`config.mk`:
```
export PLATFORM = sky130hd
export DESIGN_NAME = tpm_cell
export DESIGN_NICKNAME = d
export VERILOG_FILES = /design/src/rtl/tpm_pkg.sv /design/src/rtl/tpm_cell.sv
export SDC_FILE = /design/constraint.sdc
export NUM_CORES = 1
export LEC_CHECK = 0
export BUFFER_PORTS_ARGS = -buffer_cell sky130_fd_sc_hd__buf_2
export CAP_MARGIN = 25
export CORE_AREA = 2 2 191 193
export CTS_BUF_LIST = sky130_fd_sc_hd__clkbuf_4 sky130_fd_sc_hd__clkbuf_8 sky130_fd_sc_hd__clkbuf_16
export DETAILED_ROUTE_END_ITERATION = 8
export DIE_AREA = 0 0 193 195
export PLACE_DENSITY = 0.51
export SYNTH_ARGS = -nofsm -noshare
export SYNTH_HDL_FRONTEND = slang
export SYNTH_SLANG_ARGS = --single-unit
export TNS_END_PERCENT = 50
```
`constraint.sdc`:
```
create_clock -name i_clk -period 9.7 [get_ports i_clk]
set_input_delay 2.425 -clock i_clk [delete_from_list [all_inputs] [get_ports i_clk]]
set_output_delay 2.425 -clock i_clk [all_outputs]
set_load 0.005 [all_outputs]
```
`src/rtl/tpm_pkg.sv`:
```
package tpm_pkg;

    localparam int unsigned COORD_W   = 32;
    localparam int unsigned N_COORD   = 6;
    localparam int unsigned TOL_W     = 8;
    localparam int unsigned CMD_W     = 2;
    localparam int unsigned IN_DATA_W = COORD_W * (N_COORD + 1);

    localparam logic [CMD_W-1:0] CMD_CLEAR  = 2'd0;
    localparam logic [CMD_W-1:0] CMD_APPEND = 2'd1;
    localparam logic [CMD_W-1:0] CMD_QUERY  = 2'd2;

    typedef logic [N_COORD-1:0][COORD_W-1:0] t_coords;

    typedef struct packed {
        logic [COORD_W-1:0] picture;
        t_coords            coords;
    } t_rec;

    // one slot of the compare chain: a record in flight and its running verdict
    typedef struct packed {
        logic valid;
        logic hit;
        t_rec rec;
    } t_stage;

endpackage

```
`src/rtl/tpm_cell.sv`:
```
module tpm_cell #(
    parameter int unsigned IDX = 0
) (
    input  logic                        i_clk,
    input  logic                        i_rst_n,
    input  logic                        i_load,
    input  logic [tpm_pkg::COORD_W-1:0] i_query,
    input  logic [tpm_pkg::TOL_W-1:0]   i_tol,
    input  tpm_pkg::t_stage             i_stage,
    output tpm_pkg::t_stage             o_stage
);
    import tpm_pkg::*;

    logic [COORD_W-1:0]  r_q;
    t_stage              r_stage;
    logic signed [COORD_W+1:0] w_diff;
    logic signed [COORD_W+1:0] w_tol;
    logic                w_near;

    // exact difference, two guard bits so nothing wraps
    assign w_diff = {{2{r_q[COORD_W-1]}}, r_q}
                  - {{2{i_stage.rec.coords[IDX][COORD_W-1]}}, i_stage.rec.coords[IDX]};
    assign w_tol  = {{(COORD_W+2-TOL_W){1'b0}}, i_tol};
    assign w_near = (w_diff <= w_tol) && (w_diff >= -w_tol);

    always_ff @(posedge i_clk) begin
        if (i_load) begin
            r_q <= i_query;
        end
        r_stage.rec <= i_stage.rec;
        r_stage.hit <= i_stage.hit & w_near;
    end

    always_ff @(posedge i_clk) begin
        if (!i_rst_n) begin
            r_stage.valid <= 1'b0;
        end else begin
            r_stage.valid <= i_stage.valid;
        end
    end

    assign o_stage = r_stage;

endmodule

```
**Word-level counts from Yosys, hierarchy flattened**

Cells that the tools add are included.

- Add/sub/neg operators: 2
- Multiply operators: 0
- Divide/modulo/power cells: 0
- $lt $le $gt $ge: 2
- Eq/ne operators: 0
- Shifts and indexed selects: 0
- Multiplexer cells: 0
- Bitwise logic cells: 1
- Reductions and logical operators: 1

Operators with widths:

| kind | number |
|---|---|
| 33-bit by 34-bit >= comparator with 1-bit output | 1 |
| 8-bit negation with 34-bit output | 1 |
| 33-bit by 9-bit <= comparator with 1-bit output | 1 |
| 32-bit by 32-bit subtractor with 33-bit output | 1 |
| 1-bit AND | 1 |
| 1-bit logical AND | 1 |

- Flip-flop bits (word level): 258
- Latch bits: 0
- RAM bits: 0
- Bits in read-only memories: 0
- Input port bits: 269
- Output and inout port bits: 226
- Logic and storage cells: 16
- Memories: 0

**Depth between registers and ports, before layout**

Gate-level depths: netlist of the first run.

- Depth after elaboration: 4
- Mapped depth: 20

**Least setup slack after synthesis of the first run**

OpenSTA, ideal clock, no wires.

- Path kind: input to register
- Start point: input port i_stage[0] (netlist name)
- End point: register r_stage, in the netlist o_stage[224]
- Library setup time: 0.129 ns
- Arrival: 6.198 ns
- Data required time: 9.571 ns
- Path slack: 3.372 ns
- Cell stages on the path: 19
- Path through: ha_1 > fa_1 > nand2b_1 > a21oi_2 > o211a_1 > nor3_2 > a211o_1 > a211oi_1 > o311ai_0 > a31oi_1 > inv_1 > ha_1 > nand4_1 > or2_2 > nor2_1 > a211oi_1 > mux2_2 > o21ai_0 > a211oi_2

- Longest elaborated chain between the ends: 4

RTL lines:

| what | line | text |
|---|---|---|
| start, declared | tpm_cell.sv:9 | `input tpm_pkg::t_stage i_stage,` |
| 32-bit by 32-bit subtractor with 33-bit output * | tpm_cell.sv:22 | `- {{2{i_stage.rec.coords[IDX][COORD_W-1]}}, i_stage.rec.coords[IDX]};` |
| 33-bit by 34-bit >= comparator with 1-bit output or 33-bit by 9-bit <= comparator with 1-bit output (tied branches) | tpm_cell.sv:24 | `assign w_near = (w_diff <= w_tol) && (w_diff >= -w_tol);` |
| 1-bit logical AND * | tpm_cell.sv:24 |  |
| 1-bit AND * | tpm_cell.sv:31 | `r_stage.hit <= i_stage.hit & w_near;` |
| end, declared | tpm_cell.sv:15 | `t_stage r_stage;` |

Every way passes the cells marked *; elsewhere a longest branch is shown, timed or not.
A chain may end at the register's enable or synchronous reset.

**Final worst setup path of the first run**

Same ends and word-level chain as after synthesis.

==> results.toml, run 1 <==
[status]
status = "complete, no violations"

[global_routing]
grt_pass1_wl_mm = 50.3
grt_start_max_net_pins = 33
grt_remaining_overflow = 0
grt_usage_pct = 18.7
grt_pass1_vias = 7571
antenna_found_initial = 44

[yosys]
syn-instance-count = 720
async_flop_share_pct = 0
avgSynthCellArea_um2 = 12.1
synth_edf_count = 32
syn-num-nets = 1065
synth_warnings = 0
synth_seq_area_share_pct = 62.8
synth_seq_cells = 258
synth_flop_cell = "dfxtp_1"
syn_area_um2 = 8730
synthDistinctLibCells = 70

[routing]
first_iter_violations = 241
drtAntennaViolNets = 0
vias = 7445
drc_errors = 0
drt-total-wl_mm = 36.1
via_per_inst = 4.30
first_pass_iters = 6
wl_per_cell_um = 20.9

[clock_tree]
cts_max_level = 1
clkLatencyLatePin_ps = 540
clockRootBuffer = "clkbuf_16"
clock_sinks = 258
post_cts_buffers = 0
cts_resized = 0
tritoncts = "yes"
cts_made_buffers = 29
clkSlewWorstSetupHoldPaths_ps = 60
cts_max_path_buffers = 3
cts.hold.buffers_added = 0

[worst_hold_path]
min-delay-start = "r_q[29]"
worstHoldPathCells = 3
hold_end = "o_stage[224]"
min_path_type = "reg2reg"

[layout]
nNetsFinal = 1583
areaGrowthSynthToFinish_pct = 46.1
drive_above_1_share_pct = 45.0
fin_util_pct = 36.0
fin_cells = 1731

[timing]
finalHoldViolations = 0
fmax_ghz = 0.153
finalCritPeriodShare_pct = 67.3
finalMaxSlewViolations = 0
relSlewSlack_pct = 38.2
rsz0062_at_grt = "false"
setup_viol = 0
clock_skew_ps = 8.30
fin_setup_tns_ps = 0
worst_pin_slew_ps = 919
fin_crit_ps = 6530

[pwr]
power_switching_share_pct = 25.7
p_leak_nw = 6.31
p_int_mw = 1.98
ir_drop_v = 0.000142
seqPwrFrac_pct = 43.4
comb_power_share_pct = 15.3
finalPower_mw = 2.67
p_switching_mw = 0.688
clkPwrFrac_pct = 41.2
power_density_nw_per_um2 = 209

[worst_setup_path]
crit_required_ps = 10110
r2r_start = "r_q[0]"
worstPathArrival_ps = 6940
setup.worst_path.start_class = "input port"
critPathCaptureType = "flop"
crit_path_max_fanout = 6
crit_type = "in2reg"
regToRegEndpoint = "o_stage[224]"
reg2reg_depth = 20
rrSetupSlack_ps = 4820

[floorplan]
die-area_um2 = 37600
initial_utilization_pct = 24.7
die_h_um = 195
io_pins = 495
num_rows = 69
core_um2 = 35400
die_x_um = 193

[placement]
gp_congestion = 0.912
dp_cells = 1668
hpwl_mm = 31.4
numPortBuffers = 494

[job]
cap_viol_max_count = 0
==> layout by cell type, fill, tap and decap left out, drive strengths merged, types with 10 or more instances in the layout <==
cell / count
buf: 495
o21ai: 27
clkbuf: 42
edfxtp: 32
inv: 58
nor2: 36
nor2b: 10
nor3: 16
a21oi: 40
xnor2: 17
nand4: 15
ha: 75
o21a: 10
nand2: 37
dfxtp: 226
diode: 10
a21o: 17
==> layer usage <==
metal	vias to the layer above	global-route usage [%]	routed length (um)
li1	3615	-	-
met4	58	4.99	822
met2	283	29.7	16800
met1	3389	20.7	13500
met5	-	1.72	432
met3	100	11.5	4550
==> worst max path at each step <==
stage / from / end / slack [ps]
5_1_grt: i_stage[0] / o_stage[224] / 2820
2_1_floorplan: i_stage[0] / o_stage[224] / 3370
4_1_cts: i_stage[0] / o_stage[224] / 3220
3_5_place_dp: i_stage[0] / o_stage[224] / 2650
6_report: i_stage[0] / o_stage[224] / 3170
3_3_place_gp: i_stage[0] / o_stage[224] / 2690
==> power groups by stage <==
stage	combinational [mW]	clock (mW)	sequential [mW]
global placement	0.409	0	1.18
CTS	0.415	1.14	1.16
detailed placement	0.412	0	1.18
global route	0.458	1.18	1.17
finish	0.410	1.10	1.16
floorplan	0.214	0	1.19
==> cell usage after synthesis (4+ instances only) <==
master / number / area [um2]
nor4_1: 4 / 25.0
a21oi_1: 37 / 185
nor2_1: 36 / 135
edfxtp_1: 32 / 961
nor3_1: 14 / 70.1
nand4_1: 15 / 93.8
dfxtp_1: 226 / 4520
a211o_1: 4 / 35.0
o211ai_1: 4 / 30.0
nand2_1: 37 / 139
nor2b_1: 10 / 62.6
xnor2_1: 17 / 149
ha_1: 75 / 938
a211oi_1: 6 / 45.0
or2_2: 4 / 25.0
o21ai_0: 24 / 120
inv_1: 54 / 203
a21o_1: 16 / 120
o21a_1: 10 / 75.1
or3_1: 5 / 31.3
clkbuf_1: 5 / 18.8
xor2_1: 4 / 35.0
and2_1: 7 / 43.8
==> worst max-delay path, stage by stage <==
cell and delay, ps:
buf_2 110, ha_1 220, fa_1 400, nand2b_1 200, a21oi_2 340, o211a_1 290
nor3_2 90, a211o_1 360, a211oi_1 310, o311ai_0 200, a31oi_1 360, inv_1 110
ha_1 340, nand4_1 90, or2_2 320, a21oi_1 140, a211oi_1 60, mux2_2 270
o21ai_0 220, a211oi_2 70
==> state kept, by name (all words and copies together) (netlist names) <==
register  flops
r_q          32
o_stage     226
==> stage by stage <==
stage,hold slack (ps),instance area (um2),setup WS (ps)
final,799,12800,3170
after global routing,844,12700,2820
after CTS,802,12700,3220
after detailed placement,793,11700,2650
after global placement,795,11700,2690
after floorplan,724,8730,3370
==> cells by family (layout without fill, tap and decap cells) <==
family | after synthesis | count (layout) | share of synthesized area (%)
flip-flops | 258 | 258 | 62.8
AND/OR/NAND/NOR | 154 | 154 | 9.17
AO/OA/AOI/OAI | 148 | 148 | 12.0
adder cells (fa/ha/maj) | 76 | 76 | 11.0
buffers and inverters | 62 | 602 | 2.78
XOR/XNOR | 21 | 21 | 2.11
multiplexers | 1 | 1 | 0.129
other | 0 | 10 | 0
==> cell type report <==
cell class | instances | area (um2)
Antenna cell | 10 | 25.0
Clock buffer | 42 | 877
Clock inverter | 11 | 106
Fill cell | 3655 | 22600
Inverter | 54 | 203
Multi-Input combinational cell | 400 | 3000
Sequential cell | 258 | 5490
Tap cell | 461 | 577
Timing Repair Buffer | 495 | 2480
(Power assumes the default switching activity.)
==> run 2, diff against run 1 <==
--- a/config.mk
+++ b/config.mk
@@ -11,7 +11,7 @@
 export CTS_BUF_LIST = sky130_fd_sc_hd__clkbuf_4 sky130_fd_sc_hd__clkbuf_8 sky130_fd_sc_hd__clkbuf_16
 export DETAILED_ROUTE_END_ITERATION = 8
 export DIE_AREA = 0 0 193 195
-export PLACE_DENSITY = 0.51
+export PLACE_DENSITY = 0.53
 export SYNTH_ARGS = -nofsm -noshare
 export SYNTH_HDL_FRONTEND = slang
 export SYNTH_SLANG_ARGS = --single-unit
==> constraint.sdc (replaced) <==
create_clock -name i_clk -period 5.9 [get_ports i_clk]
set_input_delay 1.475 -clock i_clk [delete_from_list [all_inputs] [get_ports i_clk]]
set_output_delay 1.475 -clock i_clk [all_outputs]
set_load 0.005 [all_outputs]
==> results.toml, run 2 (same netlist as run 1, synthesis figures left out) <==
[clock_tree]
tritoncts = "yes"
post_cts_buffers = 0
cts_max_path_buffers = 3
cts.hold.buffers_added = 0
clockRootBuffer = "clkbuf_16"
cts_max_level = 1
clkSlewWorstSetupHoldPaths_ps = 60
clock_sinks = 258
cts_resized = 0
cts_made_buffers = 28
clkLatencyLatePin_ps = 540

[floorplan]
num_rows = 69
core_um2 = 35400
die_h_um = 195
initial_utilization_pct = 24.7
die-area_um2 = 37600
io_pins = 495
die_x_um = 193

[pwr]
comb_power_share_pct = 15.9
p_leak_nw = 6.32
finalPower_mw = 4.30
p_int_mw = 3.19
ir_drop_v = 0.000238
p_switching_mw = 1.11
clkPwrFrac_pct = 39.7
seqPwrFrac_pct = 44.4
power_switching_share_pct = 25.8
power_density_nw_per_um2 = 337

[timing]
finalMaxSlewViolations = 0
rsz0062_at_grt = "false"
clock_skew_ps = 15.4
relSlewSlack_pct = 37.7
fmax_ghz = 0.191
finalCritPeriodShare_pct = 88.9
finalHoldViolations = 0
setup_viol = 0
fin_crit_ps = 5250
hold-worst-slack_ps = 811
worst_pin_slew_ps = 927
fin_setup_tns_ps = 0

[worst_setup_path]
rrSetupSlack_ps = 1330
crit_required_ps = 6320
reg2reg_depth = 18
crit_family = "compound AO/OA/AOI/OAI gates"
r2r_start = "r_q[1]"
setup.worst_path.start_class = "input port"
worst-path-buf-inv = 2
crit_type = "in2reg"
regToRegEndpoint = "o_stage[224]"
cp_cell_sequence = "buf_2 -> ha_1 -> fa_1 -> nand2b_1 -> a21oi_2 -> o211a_1 -> nor3_2 -> a211o_1 -> a211oi_1 -> o311ai_0 -> a31oi_1 -> inv_1 -> ha_1 -> nand4_1 -> or2_2 -> a21oi_1 -> a211oi_1 -> mux2_2 -> o21ai_0 -> a211oi_2"
worstPathArrival_ps = 5670
cpPeakStageDelay_ps = 420
slowest_stage = "fa_1"
critPathCaptureType = "flop"
crit_path_max_fanout = 3

[placement]
gp_congestion = 0.921
numPortBuffers = 494
hpwl_mm = 32.1

[routing]
first_iter_violations = 228
wl_per_cell_um = 21.1
first_pass_iters = 5
drtAntennaViolNets = 0
via_per_inst = 4.27
vias = 7428
drt-total-wl_mm = 36.6
drc_errors = 0

[layout]
layout_commonest_cell = "buf_2"
nNetsFinal = 1593
fin_util_pct = 36.1
fillCellCount = 3632
areaGrowthSynthToFinish_pct = 46.3
final_cell_mix = "494 x buf_2, 226 x dfxtp_1, 75 x ha_1"
drive_above_1_share_pct = 45.3
largest_reg_flops = 226

[global_routing]
grt_pass1_wl_mm = 51.3
grt_start_max_net_pins = 33
antenna_found_initial = 39
grt_pass1_vias = 7642
grt_usage_pct = 19.1
grt_remaining_overflow = 0

[worst_hold_path]
worstHoldPathCells = 3
min_path_type = "reg2reg"
hold_end = "o_stage[224]"
min-delay-start = "r_q[29]"

[job]
cap_viol_max_count = 0

[status]
status = "complete, no violations"
==> run 2: cell count changes in the layout (fill, tap and decap cells not counted) <==
cell / before / now
inv_8: 2 / 0
clkinv_4: 3 / 1
diode_2: 10 / 13
clkbuf_4: 8 / 5
clkinvlp_4: 0 / 1
inv_4: 2 / 1
clkbuf_16: 31 / 30
clkbuf_8: 3 / 5
inv_6: 0 / 1
buf_4: 1 / 12
bufinv_16: 1 / 0
clkinv_2: 3 / 4
==> run 2: power by group through the flow <==
| stage | registers, mW | logic [mW] | clock network [mW] |
|---|---|---|---|
| 5_1_grt | 1.92 | 0.767 | 1.83 |
| 3_5_place_dp | 1.95 | 0.689 | 0 |
| 6_report | 1.91 | 0.685 | 1.70 |
| 4_1_cts | 1.91 | 0.695 | 1.75 |
| 3_3_place_gp | 1.95 | 0.684 | 0 |
| 2_1_floorplan | 1.95 | 0.352 | 0 |
==> run 2: stage by stage <==
step,setup slack (ps),cell area (um2),cells
global route,255,12700,1731
CTS,658,12700,1727
floorplan,522,8730,720
detailed placement,87.6,11800,1679
global placement,70.7,11800,1679
finish,653,12800,1740
==> run 2: worst register-to-register path, cell delays in order (launching register included) <==
cell	delay [ps]
edfxtp_1	400
ha_1	280
nor2b_1	230
o2111ai_2	170
a2111oi_0	500
buf_4	190
and4bb_1	250
nor3_1	180
nor2b_1	90
o311ai_0	400
xor2_1	180
ha_1	340
nand4_1	100
or3_1	400
nor2_1	110
a211oi_1	80
mux2_2	280
o21ai_0	210
a211oi_2	70
==> run 2: final cells by class <==
type | count | area (um2) | share of cell area, %
clock inverters | 8 | 51.3 | 0.402
well taps | 461 | 577 | 4.52
repair buffers | 506 | 2560 | 20.1
diodes | 13 | 32.5 | 0.255
flip-flops and latches | 258 | 5490 | 42.9
inverters | 54 | 203 | 1.59
multi-input cells | 400 | 3000 | 23.5
clock buffers | 40 | 857 | 6.71
==> run 2: worst max-delay path by stage <==
stage | start | end | slack [ps] | cells after the start
2_1_floorplan | i_stage[0] | o_stage[224] | 520 | 19
3_3_place_gp | i_stage[1] | o_stage[224] | 70 | 20
3_5_place_dp | i_stage[1] | o_stage[224] | 90 | 20
4_1_cts | i_stage[1] | o_stage[224] | 660 | 20
5_1_grt | i_stage[1] | o_stage[224] | 250 | 20
6_report | i_stage[0] | o_stage[224] | 650 | 20
==> run 2: layer usage <==
metal	global-route usage [%]	vias up	wire, um
met2	31.7	253	17500
met1	21.1	3414	13700
met3	11.3	78	4490
met5	0	-	283
li1	-	3641	-
met4	4.15	42	668
